==> src/design/ffsa_pkg.sv <==
package ffsa_pkg;

   // default geometry
   localparam int MEM_SLOTS_DEF    = 256;
   localparam int FILE_ENTRIES_DEF = 64;

   // field widths at the ports
   localparam int KIND_W   = 3;
   localparam int SLOT_W   = 8;
   localparam int LEN_W    = 9;
   localparam int FID_W    = 6;
   localparam int STATUS_W = 2;
   localparam int RFILE_W  = 7;
   localparam int RSLOT_W  = 9;
   localparam int COUNT_W  = 7;
   localparam int SIZE_W   = 9;

   localparam logic [SIZE_W-1:0] MEM_SIZE_RST = 9'd256;

   // operation codes
   localparam logic [KIND_W-1:0] KIND_PLACE_FIRST = 3'd0;
   localparam logic [KIND_W-1:0] KIND_PLACE_AT    = 3'd1;
   localparam logic [KIND_W-1:0] KIND_REMOVE_SLOT = 3'd2;
   localparam logic [KIND_W-1:0] KIND_REMOVE_FILE = 3'd3;
   localparam logic [KIND_W-1:0] KIND_OWNER       = 3'd4;
   localparam logic [KIND_W-1:0] KIND_CHECK       = 3'd5;
   localparam logic [KIND_W-1:0] KIND_FIND        = 3'd6;
   localparam logic [KIND_W-1:0] KIND_FORMAT      = 3'd7;

   // status codes
   localparam logic [STATUS_W-1:0] STATUS_OK      = 2'd0;
   localparam logic [STATUS_W-1:0] STATUS_OVERLAP = 2'd1;
   localparam logic [STATUS_W-1:0] STATUS_RANGE   = 2'd2;
   localparam logic [STATUS_W-1:0] STATUS_FULL    = 2'd3;

endpackage

==> src/design/ffsa_slot_map.sv <==
module ffsa_slot_map #(
   parameter int MEM_SLOTS    = ffsa_pkg::MEM_SLOTS_DEF,
   parameter int FILE_ENTRIES = ffsa_pkg::FILE_ENTRIES_DEF,
   localparam int AW = $clog2(MEM_SLOTS),
   localparam int FW = $clog2(FILE_ENTRIES)
) (
   input  logic          clock,
   input  logic [AW-1:0] rd_addr,
   input  logic [FW-1:0] match_id,
   output logic          rd_used,
   output logic [FW-1:0] rd_owner,
   output logic          rd_hit,
   input  logic          wr_en,
   input  logic [AW-1:0] wr_addr,
   input  logic          wr_used,
   input  logic [FW-1:0] wr_owner
);

   // entry = {used, owner}
   logic [FW:0] map_mem [MEM_SLOTS];
   logic [FW:0] rd_data_ff;

   always_ff @(posedge clock) begin
      if (wr_en) begin
         map_mem[wr_addr] <= {wr_used, wr_owner};
      end
   end

   always_ff @(posedge clock) begin
      rd_data_ff <= map_mem[rd_addr];
   end

   assign rd_used  = rd_data_ff[FW];
   assign rd_owner = rd_data_ff[FW-1:0];
   assign rd_hit   = rd_data_ff[FW] && (rd_data_ff[FW-1:0] == match_id);

endmodule

==> src/design/first_fit_slot_allocator_core.sv <==
// First-fit slot allocator.
//
// Request channel (req_*): one transaction per operation, taken when req_valid
// is high and req_stall is low. Response channel (rsp_*): exactly one
// transaction per request, in order, held stable while rsp_stall is high.
// A finished response sits in the output register, so the next request is
// taken while the previous response still waits for the receiver.
// CSR channel (csr_*): writes mem_size when csr_valid and csr_ready are high;
// it is ready only between operations and takes priority over a request.
//
// Passes run at one slot-map read per cycle in the scan loop. An owner,
// remove-by-slot or remove-file lookup is a single read and its evaluation,
// plus a sweep of the effective size for a removal; find and check scan up
// to size slots; place first fit scans up to size slots, searches the file
// table, then fills the run; place at searches the file table and fills the
// run; format clears both memories. One operation is in flight at a time.
// Reset runs a clearing pass over both memories with req_stall and csr_ready
// held off. A mem_size write runs a trim pass that frees the slots above the
// new size.
module first_fit_slot_allocator_core #(
   parameter int MEM_SLOTS    = ffsa_pkg::MEM_SLOTS_DEF,
   parameter int FILE_ENTRIES = ffsa_pkg::FILE_ENTRIES_DEF
) (
   input  logic                                clock,
   input  logic                                reset,
   // request channel
   input  logic                                req_valid,
   output logic                                req_stall,
   input  logic [ffsa_pkg::KIND_W-1:0]         req_kind,
   input  logic [ffsa_pkg::SLOT_W-1:0]         req_slot,
   input  logic [ffsa_pkg::LEN_W-1:0]          req_length,
   input  logic [ffsa_pkg::FID_W-1:0]          req_file_id,
   // response channel
   output logic                                rsp_valid,
   input  logic                                rsp_stall,
   output logic                                rsp_ok,
   output logic [ffsa_pkg::STATUS_W-1:0]       rsp_status,
   output logic signed [ffsa_pkg::RFILE_W-1:0] rsp_result_file,
   output logic signed [ffsa_pkg::RSLOT_W-1:0] rsp_result_slot,
   output logic                                rsp_formatted,
   output logic [ffsa_pkg::COUNT_W-1:0]        rsp_file_count,
   // csr write channel
   input  logic                                csr_valid,
   output logic                                csr_ready,
   input  logic [ffsa_pkg::SIZE_W-1:0]         csr_mem_size
);

   localparam int AW    = $clog2(MEM_SLOTS);
   localparam int FW    = $clog2(FILE_ENTRIES);
   localparam int CW    = $clog2(FILE_ENTRIES + 1);
   localparam int XW    = (AW > FW) ? AW : FW;
   // index arithmetic: slot + length, counters up to the clearing length
   localparam int IW    = ((XW > ffsa_pkg::LEN_W) ? XW : ffsa_pkg::LEN_W) + 2;
   localparam int CLR_N = (MEM_SLOTS > FILE_ENTRIES) ? MEM_SLOTS : FILE_ENTRIES;

   localparam logic [IW-1:0] SLOTS_I  = IW'(MEM_SLOTS);
   localparam logic [IW-1:0] FILES_I  = IW'(FILE_ENTRIES);
   localparam logic [IW-1:0] CLR_LAST = IW'(CLR_N - 1);
   localparam logic [ffsa_pkg::RFILE_W-1:0] NO_FILE = '1;
   localparam logic [ffsa_pkg::RSLOT_W-1:0] NO_SLOT = '1;

   typedef enum logic [7:0] {
      ST_CLEAR = 8'b0000_0001,   // clearing pass (reset / format)
      ST_IDLE  = 8'b0000_0010,
      ST_RD    = 8'b0000_0100,   // single lookup read
      ST_EVAL  = 8'b0000_1000,   // act on lookup data
      ST_SCAN  = 8'b0001_0000,   // streaming pass over the slot map
      ST_FSCAN = 8'b0010_0000,   // search for lowest free file id
      ST_WRITE = 8'b0100_0000,   // fill / trim run of slots
      ST_OUT   = 8'b1000_0000    // hand result to output register
   } state_type;

   state_type state_ff, state_in;

   // latched request
   logic [ffsa_pkg::KIND_W-1:0] kind_ff, kind_in;
   logic [ffsa_pkg::SLOT_W-1:0] slot_ff, slot_in;
   logic [ffsa_pkg::LEN_W-1:0]  len_ff, len_in;
   logic [ffsa_pkg::FID_W-1:0]  fid_ff, fid_in;

   // architectural state
   logic [ffsa_pkg::SIZE_W-1:0] mem_size_ff, mem_size_in;
   logic [CW-1:0]               count_ff, count_in;
   logic                        fmt_ff, fmt_in;

   // scan / write machinery
   logic [IW-1:0] scan_ff, scan_in;
   logic [IW-1:0] lim_ff, lim_in;
   logic          p_vld_ff, p_vld_in;
   logic [IW-1:0] p_idx_ff, p_idx_in;
   logic [IW-1:0] run_ff, run_in;
   logic [IW-1:0] start_ff, start_in;
   logic [FW-1:0] id_ff, id_in;
   logic          wval_ff, wval_in;
   logic          resp_pend_ff, resp_pend_in;

   // working result
   logic                          res_ok_ff, res_ok_in;
   logic [ffsa_pkg::STATUS_W-1:0] res_status_ff, res_status_in;
   logic [ffsa_pkg::RFILE_W-1:0]  res_file_ff, res_file_in;
   logic [ffsa_pkg::RSLOT_W-1:0]  res_slot_ff, res_slot_in;

   // output register
   logic                          rsp_valid_ff, rsp_valid_in;
   logic                          rsp_ok_ff, rsp_ok_in;
   logic [ffsa_pkg::STATUS_W-1:0] rsp_status_ff, rsp_status_in;
   logic [ffsa_pkg::RFILE_W-1:0]  rsp_file_ff, rsp_file_in;
   logic [ffsa_pkg::RSLOT_W-1:0]  rsp_slot_ff, rsp_slot_in;
   logic                          rsp_fmt_ff, rsp_fmt_in;
   logic [ffsa_pkg::COUNT_W-1:0]  rsp_count_ff, rsp_count_in;

   // slot map port
   logic [AW-1:0] map_rd_addr;
   logic          map_used;
   logic [FW-1:0] map_owner;
   logic          map_hit;
   logic          map_wr_en;
   logic [AW-1:0] map_wr_addr;
   logic          map_wr_used;
   logic [FW-1:0] map_wr_owner;

   // file table: one in-use bit per id
   logic          file_mem [FILE_ENTRIES];
   logic          file_rd_ff;
   logic [FW-1:0] file_rd_addr;
   logic          file_wr_en;
   logic [FW-1:0] file_wr_addr;
   logic          file_wr_used;

   // derived values
   logic [IW-1:0] size;        // effective size
   logic [IW-1:0] csr_size;    // effective size after a csr write
   logic [IW-1:0] req_end;     // req_slot + req_length
   logic [IW-1:0] chk_end;     // slot_ff + len_ff
   logic [IW-1:0] place_end;   // start_ff + len_ff
   logic [IW-1:0] p_next;
   logic [IW-1:0] run_next;
   logic          last;

   assign size     = (IW'(mem_size_ff) > SLOTS_I) ? SLOTS_I : IW'(mem_size_ff);
   assign csr_size = (IW'(csr_mem_size) > SLOTS_I) ? SLOTS_I : IW'(csr_mem_size);
   assign req_end   = IW'(req_slot) + IW'(req_length);
   assign chk_end   = IW'(slot_ff) + IW'(len_ff);
   assign place_end = start_ff + IW'(len_ff);
   assign p_next    = p_idx_ff + 1'b1;
   assign run_next  = run_ff + 1'b1;
   assign last      = (p_next == lim_ff);

   assign map_rd_addr  = (state_ff == ST_RD) ? AW'(slot_ff) : scan_ff[AW-1:0];
   assign file_rd_addr = (state_ff == ST_RD) ? FW'(fid_ff) : scan_ff[FW-1:0];

   assign req_stall = (state_ff != ST_IDLE) || csr_valid;
   assign csr_ready = (state_ff == ST_IDLE);

   ffsa_slot_map #(
      .MEM_SLOTS    (MEM_SLOTS),
      .FILE_ENTRIES (FILE_ENTRIES)
   ) u_slot_map (
      .clock    (clock),
      .rd_addr  (map_rd_addr),
      .match_id (id_ff),
      .rd_used  (map_used),
      .rd_owner (map_owner),
      .rd_hit   (map_hit),
      .wr_en    (map_wr_en),
      .wr_addr  (map_wr_addr),
      .wr_used  (map_wr_used),
      .wr_owner (map_wr_owner)
   );

   always_ff @(posedge clock) begin
      if (file_wr_en) begin
         file_mem[file_wr_addr] <= file_wr_used;
      end
   end

   always_ff @(posedge clock) begin
      file_rd_ff <= file_mem[file_rd_addr];
   end

   always_comb begin
      state_in      = state_ff;
      kind_in       = kind_ff;
      slot_in       = slot_ff;
      len_in        = len_ff;
      fid_in        = fid_ff;
      mem_size_in   = mem_size_ff;
      count_in      = count_ff;
      fmt_in        = fmt_ff;
      scan_in       = scan_ff;
      lim_in        = lim_ff;
      p_vld_in      = 1'b0;
      p_idx_in      = scan_ff;
      run_in        = run_ff;
      start_in      = start_ff;
      id_in         = id_ff;
      wval_in       = wval_ff;
      resp_pend_in  = resp_pend_ff;
      res_ok_in     = res_ok_ff;
      res_status_in = res_status_ff;
      res_file_in   = res_file_ff;
      res_slot_in   = res_slot_ff;
      // response leaves the output register when taken
      rsp_valid_in  = rsp_valid_ff && rsp_stall;
      rsp_ok_in     = rsp_ok_ff;
      rsp_status_in = rsp_status_ff;
      rsp_file_in   = rsp_file_ff;
      rsp_slot_in   = rsp_slot_ff;
      rsp_fmt_in    = rsp_fmt_ff;
      rsp_count_in  = rsp_count_ff;
      map_wr_en     = 1'b0;
      map_wr_addr   = p_idx_ff[AW-1:0];
      map_wr_used   = 1'b0;
      map_wr_owner  = id_ff;
      file_wr_en    = 1'b0;
      file_wr_addr  = FW'(fid_ff);
      file_wr_used  = 1'b0;

      case (state_ff)
         ST_CLEAR: begin
            map_wr_en    = (scan_ff < SLOTS_I);
            map_wr_addr  = scan_ff[AW-1:0];
            file_wr_en   = (scan_ff < FILES_I);
            file_wr_addr = scan_ff[FW-1:0];
            scan_in      = scan_ff + 1'b1;
            if (scan_ff == CLR_LAST) begin
               state_in = resp_pend_ff ? ST_OUT : ST_IDLE;
            end
         end

         ST_IDLE: begin
            if (csr_valid) begin
               // new size, then free everything above it
               mem_size_in  = csr_mem_size;
               scan_in      = csr_size;
               lim_in       = SLOTS_I;
               wval_in      = 1'b0;
               resp_pend_in = 1'b0;
               state_in     = ST_WRITE;
            end else if (req_valid) begin
               kind_in       = req_kind;
               slot_in       = req_slot;
               len_in        = req_length;
               fid_in        = req_file_id;
               res_ok_in     = 1'b0;
               res_status_in = ffsa_pkg::STATUS_OK;
               res_file_in   = NO_FILE;
               res_slot_in   = NO_SLOT;
               resp_pend_in  = 1'b1;
               scan_in       = '0;
               run_in        = '0;
               lim_in        = size;
               case (req_kind)
                  ffsa_pkg::KIND_PLACE_FIRST: begin
                     if (size == '0) begin
                        res_status_in = ffsa_pkg::STATUS_RANGE;
                        state_in      = ST_OUT;
                     end else if (req_length == '0) begin
                        // empty file fits at slot 0
                        start_in = '0;
                        lim_in   = FILES_I;
                        state_in = ST_FSCAN;
                     end else begin
                        state_in = ST_SCAN;
                     end
                  end
                  ffsa_pkg::KIND_PLACE_AT: begin
                     start_in = IW'(req_slot);
                     lim_in   = FILES_I;
                     state_in = ST_FSCAN;
                  end
                  ffsa_pkg::KIND_REMOVE_SLOT: begin
                     if (IW'(req_slot) >= size) begin
                        res_status_in = ffsa_pkg::STATUS_RANGE;
                        state_in      = ST_OUT;
                     end else begin
                        state_in = ST_RD;
                     end
                  end
                  ffsa_pkg::KIND_REMOVE_FILE: begin
                     if (IW'(req_file_id) >= FILES_I) begin
                        state_in = ST_OUT;
                     end else begin
                        state_in = ST_RD;
                     end
                  end
                  ffsa_pkg::KIND_OWNER: begin
                     if (IW'(req_slot) >= size) begin
                        res_status_in = ffsa_pkg::STATUS_RANGE;
                        state_in      = ST_OUT;
                     end else begin
                        state_in = ST_RD;
                     end
                  end
                  ffsa_pkg::KIND_CHECK: begin
                     res_slot_in = ffsa_pkg::RSLOT_W'(req_slot);
                     if (req_length == '0) begin
                        res_ok_in = 1'b1;
                        state_in  = ST_OUT;
                     end else if (IW'(req_slot) >= size) begin
                        res_status_in = ffsa_pkg::STATUS_RANGE;
                        state_in      = ST_OUT;
                     end else begin
                        scan_in  = IW'(req_slot);
                        lim_in   = (req_end < size) ? req_end : size;
                        state_in = ST_SCAN;
                     end
                  end
                  ffsa_pkg::KIND_FIND: begin
                     id_in = FW'(req_file_id);
                     // an id past the table can own no slot
                     if ((size == '0) || (IW'(req_file_id) >= FILES_I)) begin
                        state_in = ST_OUT;
                     end else begin
                        state_in = ST_SCAN;
                     end
                  end
                  ffsa_pkg::KIND_FORMAT: begin
                     res_ok_in = 1'b1;
                     count_in  = '0;
                     fmt_in    = 1'b1;
                     state_in  = ST_CLEAR;
                  end
                  default: begin
                  end
               endcase
            end
         end

         ST_RD: begin
            state_in = ST_EVAL;
         end

         ST_EVAL: begin
            state_in = ST_OUT;
            case (kind_ff)
               ffsa_pkg::KIND_REMOVE_SLOT: begin
                  if (map_used) begin
                     id_in        = map_owner;
                     file_wr_en   = 1'b1;
                     file_wr_addr = map_owner;
                     count_in     = count_ff - 1'b1;
                     if (count_ff == CW'(1)) begin
                        fmt_in = 1'b1;
                     end
                     res_ok_in   = 1'b1;
                     res_file_in = ffsa_pkg::RFILE_W'(map_owner);
                     res_slot_in = ffsa_pkg::RSLOT_W'(slot_ff);
                     scan_in     = '0;
                     lim_in      = size;
                     state_in    = ST_SCAN;
                  end
               end
               ffsa_pkg::KIND_REMOVE_FILE: begin
                  if (file_rd_ff) begin
                     id_in      = FW'(fid_ff);
                     file_wr_en = 1'b1;
                     count_in   = count_ff - 1'b1;
                     if (count_ff == CW'(1)) begin
                        fmt_in = 1'b1;
                     end
                     res_ok_in   = 1'b1;
                     res_file_in = ffsa_pkg::RFILE_W'(fid_ff);
                     scan_in     = '0;
                     lim_in      = size;
                     if (size != '0) begin
                        state_in = ST_SCAN;
                     end
                  end
               end
               ffsa_pkg::KIND_OWNER: begin
                  if (map_used) begin
                     res_ok_in   = 1'b1;
                     res_file_in = ffsa_pkg::RFILE_W'(map_owner);
                     res_slot_in = ffsa_pkg::RSLOT_W'(slot_ff);
                  end
               end
               default: begin
               end
            endcase
         end

         ST_SCAN: begin
            // map data of p_idx_ff is valid in this cycle
            if (p_vld_ff) begin
               case (kind_ff)
                  ffsa_pkg::KIND_PLACE_FIRST: begin
                     if (!map_used) begin
                        run_in = run_next;
                        if (run_next == IW'(len_ff)) begin
                           start_in = p_next - IW'(len_ff);
                           scan_in  = '0;
                           lim_in   = FILES_I;
                           state_in = ST_FSCAN;
                        end else if (last) begin
                           res_status_in = ffsa_pkg::STATUS_RANGE;
                           state_in      = ST_OUT;
                        end
                     end else begin
                        run_in = '0;
                        if (last) begin
                           res_status_in = ffsa_pkg::STATUS_RANGE;
                           state_in      = ST_OUT;
                        end
                     end
                  end
                  ffsa_pkg::KIND_CHECK: begin
                     if (map_used) begin
                        res_status_in = ffsa_pkg::STATUS_OVERLAP;
                        state_in      = ST_OUT;
                     end else if (last) begin
                        // run hits the end of the size before its length
                        if (chk_end > size) begin
                           res_status_in = ffsa_pkg::STATUS_RANGE;
                        end else begin
                           res_ok_in = 1'b1;
                        end
                        state_in = ST_OUT;
                     end
                  end
                  ffsa_pkg::KIND_FIND: begin
                     if (map_hit) begin
                        res_ok_in   = 1'b1;
                        res_file_in = ffsa_pkg::RFILE_W'(id_ff);
                        res_slot_in = ffsa_pkg::RSLOT_W'(p_idx_ff);
                        state_in    = ST_OUT;
                     end else if (last) begin
                        state_in = ST_OUT;
                     end
                  end
                  default: begin
                     // removal sweep: free every slot of id_ff
                     if (map_hit) begin
                        map_wr_en = 1'b1;
                     end
                     if (last) begin
                        state_in = ST_OUT;
                     end
                  end
               endcase
            end
         end

         ST_FSCAN: begin
            if (p_vld_ff) begin
               if (!file_rd_ff) begin
                  // lowest free id: claim it, then fill the run
                  id_in        = p_idx_ff[FW-1:0];
                  file_wr_en   = 1'b1;
                  file_wr_addr = p_idx_ff[FW-1:0];
                  file_wr_used = 1'b1;
                  count_in     = count_ff + 1'b1;
                  res_ok_in    = 1'b1;
                  res_file_in  = ffsa_pkg::RFILE_W'(p_idx_ff[FW-1:0]);
                  res_slot_in  = ffsa_pkg::RSLOT_W'(start_ff);
                  if ((len_ff != '0) && (place_end > size)) begin
                     res_status_in = ffsa_pkg::STATUS_RANGE;
                  end else begin
                     res_status_in = ffsa_pkg::STATUS_OK;
                  end
                  scan_in  = start_ff;
                  lim_in   = (place_end < size) ? place_end : size;
                  wval_in  = 1'b1;
                  state_in = ST_WRITE;
               end else if (last) begin
                  res_status_in = ffsa_pkg::STATUS_FULL;
                  res_slot_in   = ffsa_pkg::RSLOT_W'(start_ff);
                  state_in      = ST_OUT;
               end
            end
         end

         ST_WRITE: begin
            if (scan_ff < lim_ff) begin
               map_wr_en   = 1'b1;
               map_wr_addr = scan_ff[AW-1:0];
               map_wr_used = wval_ff;
               scan_in     = scan_ff + 1'b1;
            end else begin
               state_in = resp_pend_ff ? ST_OUT : ST_IDLE;
            end
         end

         ST_OUT: begin
            if (!rsp_valid_ff || !rsp_stall) begin
               rsp_valid_in  = 1'b1;
               rsp_ok_in     = res_ok_ff;
               rsp_status_in = res_status_ff;
               rsp_file_in   = res_file_ff;
               rsp_slot_in   = res_slot_ff;
               rsp_fmt_in    = fmt_ff;
               rsp_count_in  = ffsa_pkg::COUNT_W'(count_ff);
               state_in      = ST_IDLE;
            end
         end

         default: begin
            state_in = ST_IDLE;
         end
      endcase

      // issue one streaming read per cycle while the pass runs
      if (((state_ff == ST_SCAN) || (state_ff == ST_FSCAN)) && (state_in == state_ff)
          && (scan_ff < lim_ff)) begin
         p_vld_in = 1'b1;
         p_idx_in = scan_ff;
         scan_in  = scan_ff + 1'b1;
      end
   end

   always_ff @(posedge clock) begin
      if (reset) begin
         state_ff     <= ST_CLEAR;
         scan_ff      <= '0;
         resp_pend_ff <= 1'b0;
         p_vld_ff     <= 1'b0;
         mem_size_ff  <= ffsa_pkg::MEM_SIZE_RST;
         count_ff     <= '0;
         fmt_ff       <= 1'b0;
         rsp_valid_ff <= 1'b0;
      end else begin
         state_ff     <= state_in;
         scan_ff      <= scan_in;
         resp_pend_ff <= resp_pend_in;
         p_vld_ff     <= p_vld_in;
         mem_size_ff  <= mem_size_in;
         count_ff     <= count_in;
         fmt_ff       <= fmt_in;
         rsp_valid_ff <= rsp_valid_in;
      end
   end

   always_ff @(posedge clock) begin
      kind_ff       <= kind_in;
      slot_ff       <= slot_in;
      len_ff        <= len_in;
      fid_ff        <= fid_in;
      lim_ff        <= lim_in;
      p_idx_ff      <= p_idx_in;
      run_ff        <= run_in;
      start_ff      <= start_in;
      id_ff         <= id_in;
      wval_ff       <= wval_in;
      res_ok_ff     <= res_ok_in;
      res_status_ff <= res_status_in;
      res_file_ff   <= res_file_in;
      res_slot_ff   <= res_slot_in;
      rsp_ok_ff     <= rsp_ok_in;
      rsp_status_ff <= rsp_status_in;
      rsp_file_ff   <= rsp_file_in;
      rsp_slot_ff   <= rsp_slot_in;
      rsp_fmt_ff    <= rsp_fmt_in;
      rsp_count_ff  <= rsp_count_in;
   end

   assign rsp_valid       = rsp_valid_ff;
   assign rsp_ok          = rsp_ok_ff;
   assign rsp_status      = rsp_status_ff;
   assign rsp_result_file = rsp_file_ff;
   assign rsp_result_slot = rsp_slot_ff;
   assign rsp_formatted   = rsp_fmt_ff;
   assign rsp_file_count  = rsp_count_ff;

endmodule

==> config.mk <==
export PLATFORM = sky130hd
export DESIGN_NAME = first_fit_slot_allocator_core
export DESIGN_NICKNAME = d
export VERILOG_FILES = /design/src/design/ffsa_pkg.sv /design/src/design/ffsa_slot_map.sv /design/src/design/first_fit_slot_allocator_core.sv
export SDC_FILE = /design/constraint.sdc
export NUM_CORES = 2
export LEC_CHECK = 0
export ABC_AREA = 1
export BUFFER_PORTS_ARGS = -buffer_cell sky130_fd_sc_hd__buf_4
export CAP_MARGIN = 20
export CORE_ASPECT_RATIO = 1.2
export CORE_MARGIN = 5
export CORE_UTILIZATION = 36
export CTS_CLUSTER_SIZE = 25
export DETAILED_ROUTE_END_ITERATION = 6
export PLACE_DENSITY = 0.47
export SLEW_MARGIN = 20
export SYNTH_ARGS = -nofsm -noshare
export SYNTH_HDL_FRONTEND = slang
export SYNTH_SLANG_ARGS = --single-unit
==> constraint.sdc <==
create_clock -name clock -period 25.1 [get_ports clock]
set_input_delay 3.765 -clock clock [delete_from_list [all_inputs] [get_ports clock]]
set_output_delay 3.765 -clock clock [all_outputs]
set_load 0.02 [all_outputs]
# Word level (Yosys, flattened, before mapping)
# Memory sizes are Yosys's and may differ from the RTL's. A register that Yosys moved wholly into a read port is not among the register bits.
# Index checks and enable logic that the tools add are counted.
dict set report op_classes {
  n_reduce_logical 43
  n_lt_le_gt_ge 10
  n_addsub 9
  n_bitwise 1
  eq_ne 72
  mux 199
}
# operator count
set ops {}
lappend ops {{two-way mux 11 bit} 36}
lappend ops {{two-way mux 8 bit} 27}
lappend ops {{two-way mux 9 bit} 15}
lappend ops {{two-way mux 7 bit} 16}
lappend ops {{case mux 11 bit (2 select lines)} 5}
lappend ops {{two-way mux 6 bit} 13}
lappend ops {{case mux 11 bit (6 select lines)} 1}
lappend ops {{case mux 8 bit (8 select lines)} 1}
lappend ops {{case mux 8 bit (7 select lines)} 1}
lappend ops {{case mux 11 bit (4 select lines)} 1}
lappend ops {{two-way mux 1 bit} 39}
lappend ops {{case mux 6 bit (3 select lines)} 2}
lappend ops {{case mux 9 bit (4 select lines)} 1}
lappend ops {{adder 11 x 1 -> 11 bit, second input constant} 3}
lappend ops {{inequality test 3 bit, second input constant} 11}
lappend ops {{two-way mux 2 bit} 16}
lappend ops {{case mux 8 bit (2 select lines)} 2}
lappend ops {{two-way mux 10 bit} 3}
lappend ops {{case mux 10 bit (3 select lines)} 1}
lappend ops {{AND reduction 10 bit} 3}
lappend ops {{case mux 7 bit (2 select lines)} 2}
lappend ops {{case mux 7 bit (4 select lines)} 1}
lappend ops {{case mux 8 bit (3 select lines)} 1}
lappend ops {{AND reduction 11 bit} 2}
lappend ops {{other kinds (69)} 131}
dict set report totals {
  wordCells 364
  input_bits 40
  ramBits 1856
  ff_bits 162
  memories 2
  out_inout_bits 30
}
# name words width read_ports rd_ports_with_merged_regs wr line
set memory_table {}
lappend memory_table {u_slot_map.map_mem 256 7 1 1 1 ffsa_slot_map.sv:20} ;# logic [FW:0] map_mem [MEM_SLOTS];
lappend memory_table {file_mem 64 1 1 1 1 first_fit_slot_allocator_core.sv:123} ;# logic file_mem [FILE_ENTRIES];

# Depth between registers and ports, before layout
dict set report depth {
  depth_word 14
  mapped_depth 24
  mapped_depth_nobuf 24
}

# Modules after synthesis
# From an unflattened synthesis, not the netlist that was laid out.
dict set report unflattened {
  hier_cells 8168
  hier_area_um2 88717.6
}
# module instances area_per_inst_um2 seq_area_each_um2 cells_each
set modules_own_cells {}
lappend modules_own_cells {ffsa_slot_map 1 73469.2 53951.7 6227}
lappend modules_own_cells {first_fit_slot_allocator_core 1 15248.4 6306.0 1941}

# Worst setup path before layout
# No wires, ideal clock.
dict set report synth_path {
  path_type {flip-flop to flip-flop}
  from {register lim_ff[8]}
  to {memory u_slot_map.map_mem[0][6] (netlist bit) (data pin)}
  required_time_ns 23.710
  setup_ns 1.390
  arrival_time_ns 7.261
  period_less_slack_ns 8.652
  stages_incl_launch_ff 10
  n_path_buf 0
  path_slack_ns 16.448
  path_cell_list {edfxtp_1 > inv_1 > ha_1 > a21oi_1 > nor2_1 > a211oi_2 > nand3_1 > inv_2 > nand2_2 > nor2_1}
}
dict set report synth_between {
  elab_chain_len 3
}
# element line
set synth_rtl {}
lappend synth_rtl {{start, declared} first_fit_slot_allocator_core.sv:88} ;# logic [IW-1:0] lim_ff, lim_in;
lappend synth_rtl {{start signal, assigned} first_fit_slot_allocator_core.sv:538} ;# lim_ff <= lim_in;
lappend synth_rtl {{less-than comparator 11 bit} first_fit_slot_allocator_core.sv:474} ;# if (scan_ff < lim_ff) begin
lappend synth_rtl {{two-way mux 1 bit} first_fit_slot_allocator_core.sv:474}
lappend synth_rtl {{two-way mux 1 bit} first_fit_slot_allocator_core.sv:219} ;# case (state_ff)
lappend synth_rtl {{via map_wr_used} first_fit_slot_allocator_core.sv:119} ;# logic map_wr_used;
lappend synth_rtl {{end, declared} ffsa_slot_map.sv:20}
# The timed path passes the listed nets, and every way through them passes these cells.

# Final worst setup path
dict set report layout_path {
  from {input port csr_valid}
  to {output port req_stall}
}
dict set report layout_between {
  elab_chain_len 1
}
# element line
set layout_rtl {}
lappend layout_rtl {{start, declared} first_fit_slot_allocator_core.sv:43} ;# input logic csr_valid,
lappend layout_rtl {{logical OR 1 bit} first_fit_slot_allocator_core.sv:152} ;# assign req_stall = (state_ff != ST_IDLE) || csr_valid;
lappend layout_rtl {{end, declared} first_fit_slot_allocator_core.sv:28} ;# output logic req_stall,
# No other way between the ends.

==> results summary <==
In the global route stage, met3 resource usage came out at 0.02689. Among all stages on the critical path, the largest delay is contributed by nor2_1. The synthesis-to-finish area growth is 11.34%. The width of the die is 461.8 um. For this run, design rule violations remaining after detail routing come to 2. Hold is met by ~420 ps. The reg-to-reg setup timing slack came out at roughly 18000 ps. The count of pins on the block boundary came out at 70. The remaining number of nets flagged by the antenna check after routing came out at 0. The leakage dissipation is between 30 and 40 nW. TritonCTS built the clock tree. The initial antenna violation count came out at 12. The core area is about 240000 sq um. By startpoint and endpoint, the worst setup path is classified as primary input to primary output. The setup slack after placement came out at ~16000 ps.

In this run the worst hold path is classified as register to register. The final setup TNS is 0 ps. The maximum clock frequency is between 100 and 150 MHz. The initial detailed-routing violation count came out at 5352. The count of pins over their slew limit is 0. After detailed routing, the total wire length is around 270000 um. The launch point of the critical path is csr_valid. For this run, the slowest stage of the critical path takes around 600 ps. After clock tree synthesis, the clock-pin slew on the worst setup and hold paths is 60 ps. In this run the critical register-to-register path is launched from state_ff[0]$_SDFF_PP1_. The number of endpoints with negative hold slack in the final report was 0. The die covers roughly 250000 sq um. For this run, global-route usage on met1 was measured as 0.2697. STA classifies the critical path endpoint as a primary output.

Headroom to the max-slew limit came out at 0.2122. The leading register cell type out of synthesis is edfxtp_1. The library cell used most frequently in the layout, excluding fill and tap cells, is edfxtp_1. The number of different library cells in the post-synthesis netlist is 67. The run finished, with violations left. The mean routed wirelength per cell is 25.13 um. Summed over all layers, the global routing overflow is 0. The number of cells produced by synthesis is 7425. The number of endpoints failing setup at the final stage came out at 0. The number of detailed-route iterations in the first pass came out at 7. The synthesized area per cell is around 12 sq um. The final reports fail on DRC. The count of flip-flops with a built-in enable after synthesis came out at between 1500 and 2000. The fraction of synthesis flops using an asynchronous set or reset pin is 0.

The post-layout net count came out at between 7000 and 8000. Counting I/O delays and the setup requirement, the final critical path takes 8696 ps. The total number of vias came out at between 50000 and 60000. The detail-routed via count per cell came out at 5.441. The count of input and output buffers is slightly below 70. The ratio of cells with drive above 1 in the final layout is 0.1226. At the end of the flow the core is filled with cells to 0.4019. In this run, CTS created clock tree buffers numbering approximately 210. The die boundary height is 552.1 um.

The tree built by TritonCTS fans out to between 2000 and 2500 sinks. The actual transition at the worst max-transition pin is approximately 1200 ps. The first global-routing pass estimated a little under 400000 um of wire. Entering global routing, the biggest net connects 205 pins. The routing usage on met2 came out at 0.3426. The maximum clock insertion buffer count is 4.

The number of cells upsized or downsized after cts is 0. In this run the worst path has a maximum fanout of 10. In the layout the commonest cells are edfxtp_1 (1968), nand3_1 (857), nand2_1 (847), nor2_1 (794), o211ai_1 (675).

The power after layout is around 8.7 mW. At the worst endpoint, the required time is approximately 21000 ps. In this run the power density over the cells is 88.92 nW/um^2.

Across the routed clock network, the largest skew measured is 71.26 ps. The sequential share of the synthesized area is 0.6834. The root buffer cell chosen for the clock tree is clkbuf_16. The final cycle utilization of the critical path is 0.3465. The total of fill cells in the finished design is roughly 23000.

Setup repair after global routing left no endpoint under its margin. The number of H-tree branching levels is 4. The clock insertion delay at the later pin of the skew report came out at around 890 ps. The signal on the critical path passes through buf_4 > nor2_1 > inv_1 > buf_4.

STA classifies the critical path startpoint as a primary input. For this design, the CTS-stage hold fixing added 0 buffers. The site row count is around 200. The data arrival time of the critical path is between 4000 and 5000 ps. The weighted congestion reported at the end of routability-driven placement is roughly 0.88. The total half-perimeter wirelength after legalization and detailed placement came out at between 150000 and 200000 um. The layer flagged by global routing as most heavily used is met2. The maximum ir drop on the vdd rail is just over 0.06 mV. The via count of the first global-routing pass came out at 57156.

After layout, the worst setup slack is 16400 ps. For this configuration, the core starts out at a cell density of 0.3610. The tool flagged a number of max-cap violations equal to 0. The register bit count reported by yosys is between 2000 and 2500. The cell repeated most along the worst path is buf_4. The synthesis warning total is 0. The worst hold path begins at res_file_ff[1]$_DFFE_PP_.

The netlist area before placement is 88170 sq um. The number of setup buffers added after CTS is 0. In the global route stage, overall resource usage came out at 0.2050.
worst max-delay path: cells and delay by family:
family                 cells  cell delay, ps
AND/OR/NAND/NOR            1             610
buffers and inverters      3             560
sequential cells by signal (all words and copies together), names as in the netlist, 8 cells and up:
signal / flops
p_idx_ff: 11
p_idx_in: 11
run_ff: 11
u_slot_map.map_mem: 1792
mem_size_ff: 9
lim_ff: 11
state_ff: 8
len_ff: 9
file_mem: 64
res_slot_ff: 9
slot_ff: 8
start_ff: 11
rsp_result_slot: 9
area by class of cell:
class | instances | area [sq um] | share of cell area
tap | 3216 | 4024 | 0.04099
inverter | 336 | 1286 | 0.01310
antenna | 3 | 7.507 | 0.00007647
clock buffer | 277 | 5653 | 0.05758
clock inverter | 107 | 827.0 | 0.008424
timing repair buffer | 165 | 1379 | 0.01404
sequential | 2026 | 60260 | 0.6138
multi-input combinational | 4601 | 24740 | 0.2520
worst paths after layout:
kind,cells after the start,endpoint
hold reg to reg,0,rsp_result_file[1]$_DFFE_PP_
hold / removal,0,rsp_result_file[1]$_DFFE_PP_
setup / recovery,4,req_stall
setup reg to reg,18,u_slot_map.rd_data_ff[2]$_DFF_P_
stage by stage:
stage          cells  instance area (sq um)
3_5_place_dp   10342                  91630
4_1_cts        10726                  98110
3_3_place_gp   10342                  91630
5_1_grt        10729                  98170
2_1_floorplan   7426                  88170
6_report       10731                  98170
metal layers:
layer  wire [um]  vias to the layer above
met5          28                        -
li1            -                    26990
met2      131000                     1812
met4       11560                        4
met3       14720                      453
met1      112400                    29130
power by group:
group          leakage, nW  switching, mW  internal (mW)
clock network         3.16           1.32           1.69
logic                 10.8           1.37          0.531
registers             18.6         0.0446           3.77
Yosys cell counts (8+ instances only):
master | instances | area, sq um
nand2_1 | 863 | 3239
dfxtp_1 | 58 | 1161
o21ai_0 | 507 | 2537
or2_2 | 372 | 2327
buf_2 | 184 | 920.9
clkbuf_1 | 241 | 904.6
nor2_2 | 14 | 87.58
buf_4 | 13 | 97.59
nor2_1 | 796 | 2988
o21bai_1 | 14 | 105.1
ha_1 | 84 | 1051
inv_1 | 319 | 1197
o21ai_2 | 8 | 70.07
nand2_2 | 18 | 112.6
a21oi_1 | 108 | 540.5
edfxtp_1 | 1968 | 59100
nor3_1 | 26 | 130.1
o32ai_1 | 11 | 96.34
o21ai_1 | 41 | 205.2
o211ai_1 | 675 | 5067
o22ai_1 | 10 | 62.56
nor4_1 | 12 | 75.07
inv_2 | 13 | 48.80
nand3_1 | 857 | 4289
xor2_1 | 29 | 254.0
o2111ai_1 | 20 | 175.2
xnor2_1 | 9 | 78.83
nand4_1 | 24 | 150.1
buf_1 | 22 | 82.58
logic make-up after synthesis:
kind of cell,share of synthesized area
AOI/OAI and AO/OA,0.1077
adders and majority gates,0.01283
buffers and inverters,0.03748
other,0.00004253
xor gates and xnor gates,0.003775
and+or+nand+nor,0.1548
DFF,0.6834
Note: power is estimated with default switching activity, not from simulation.
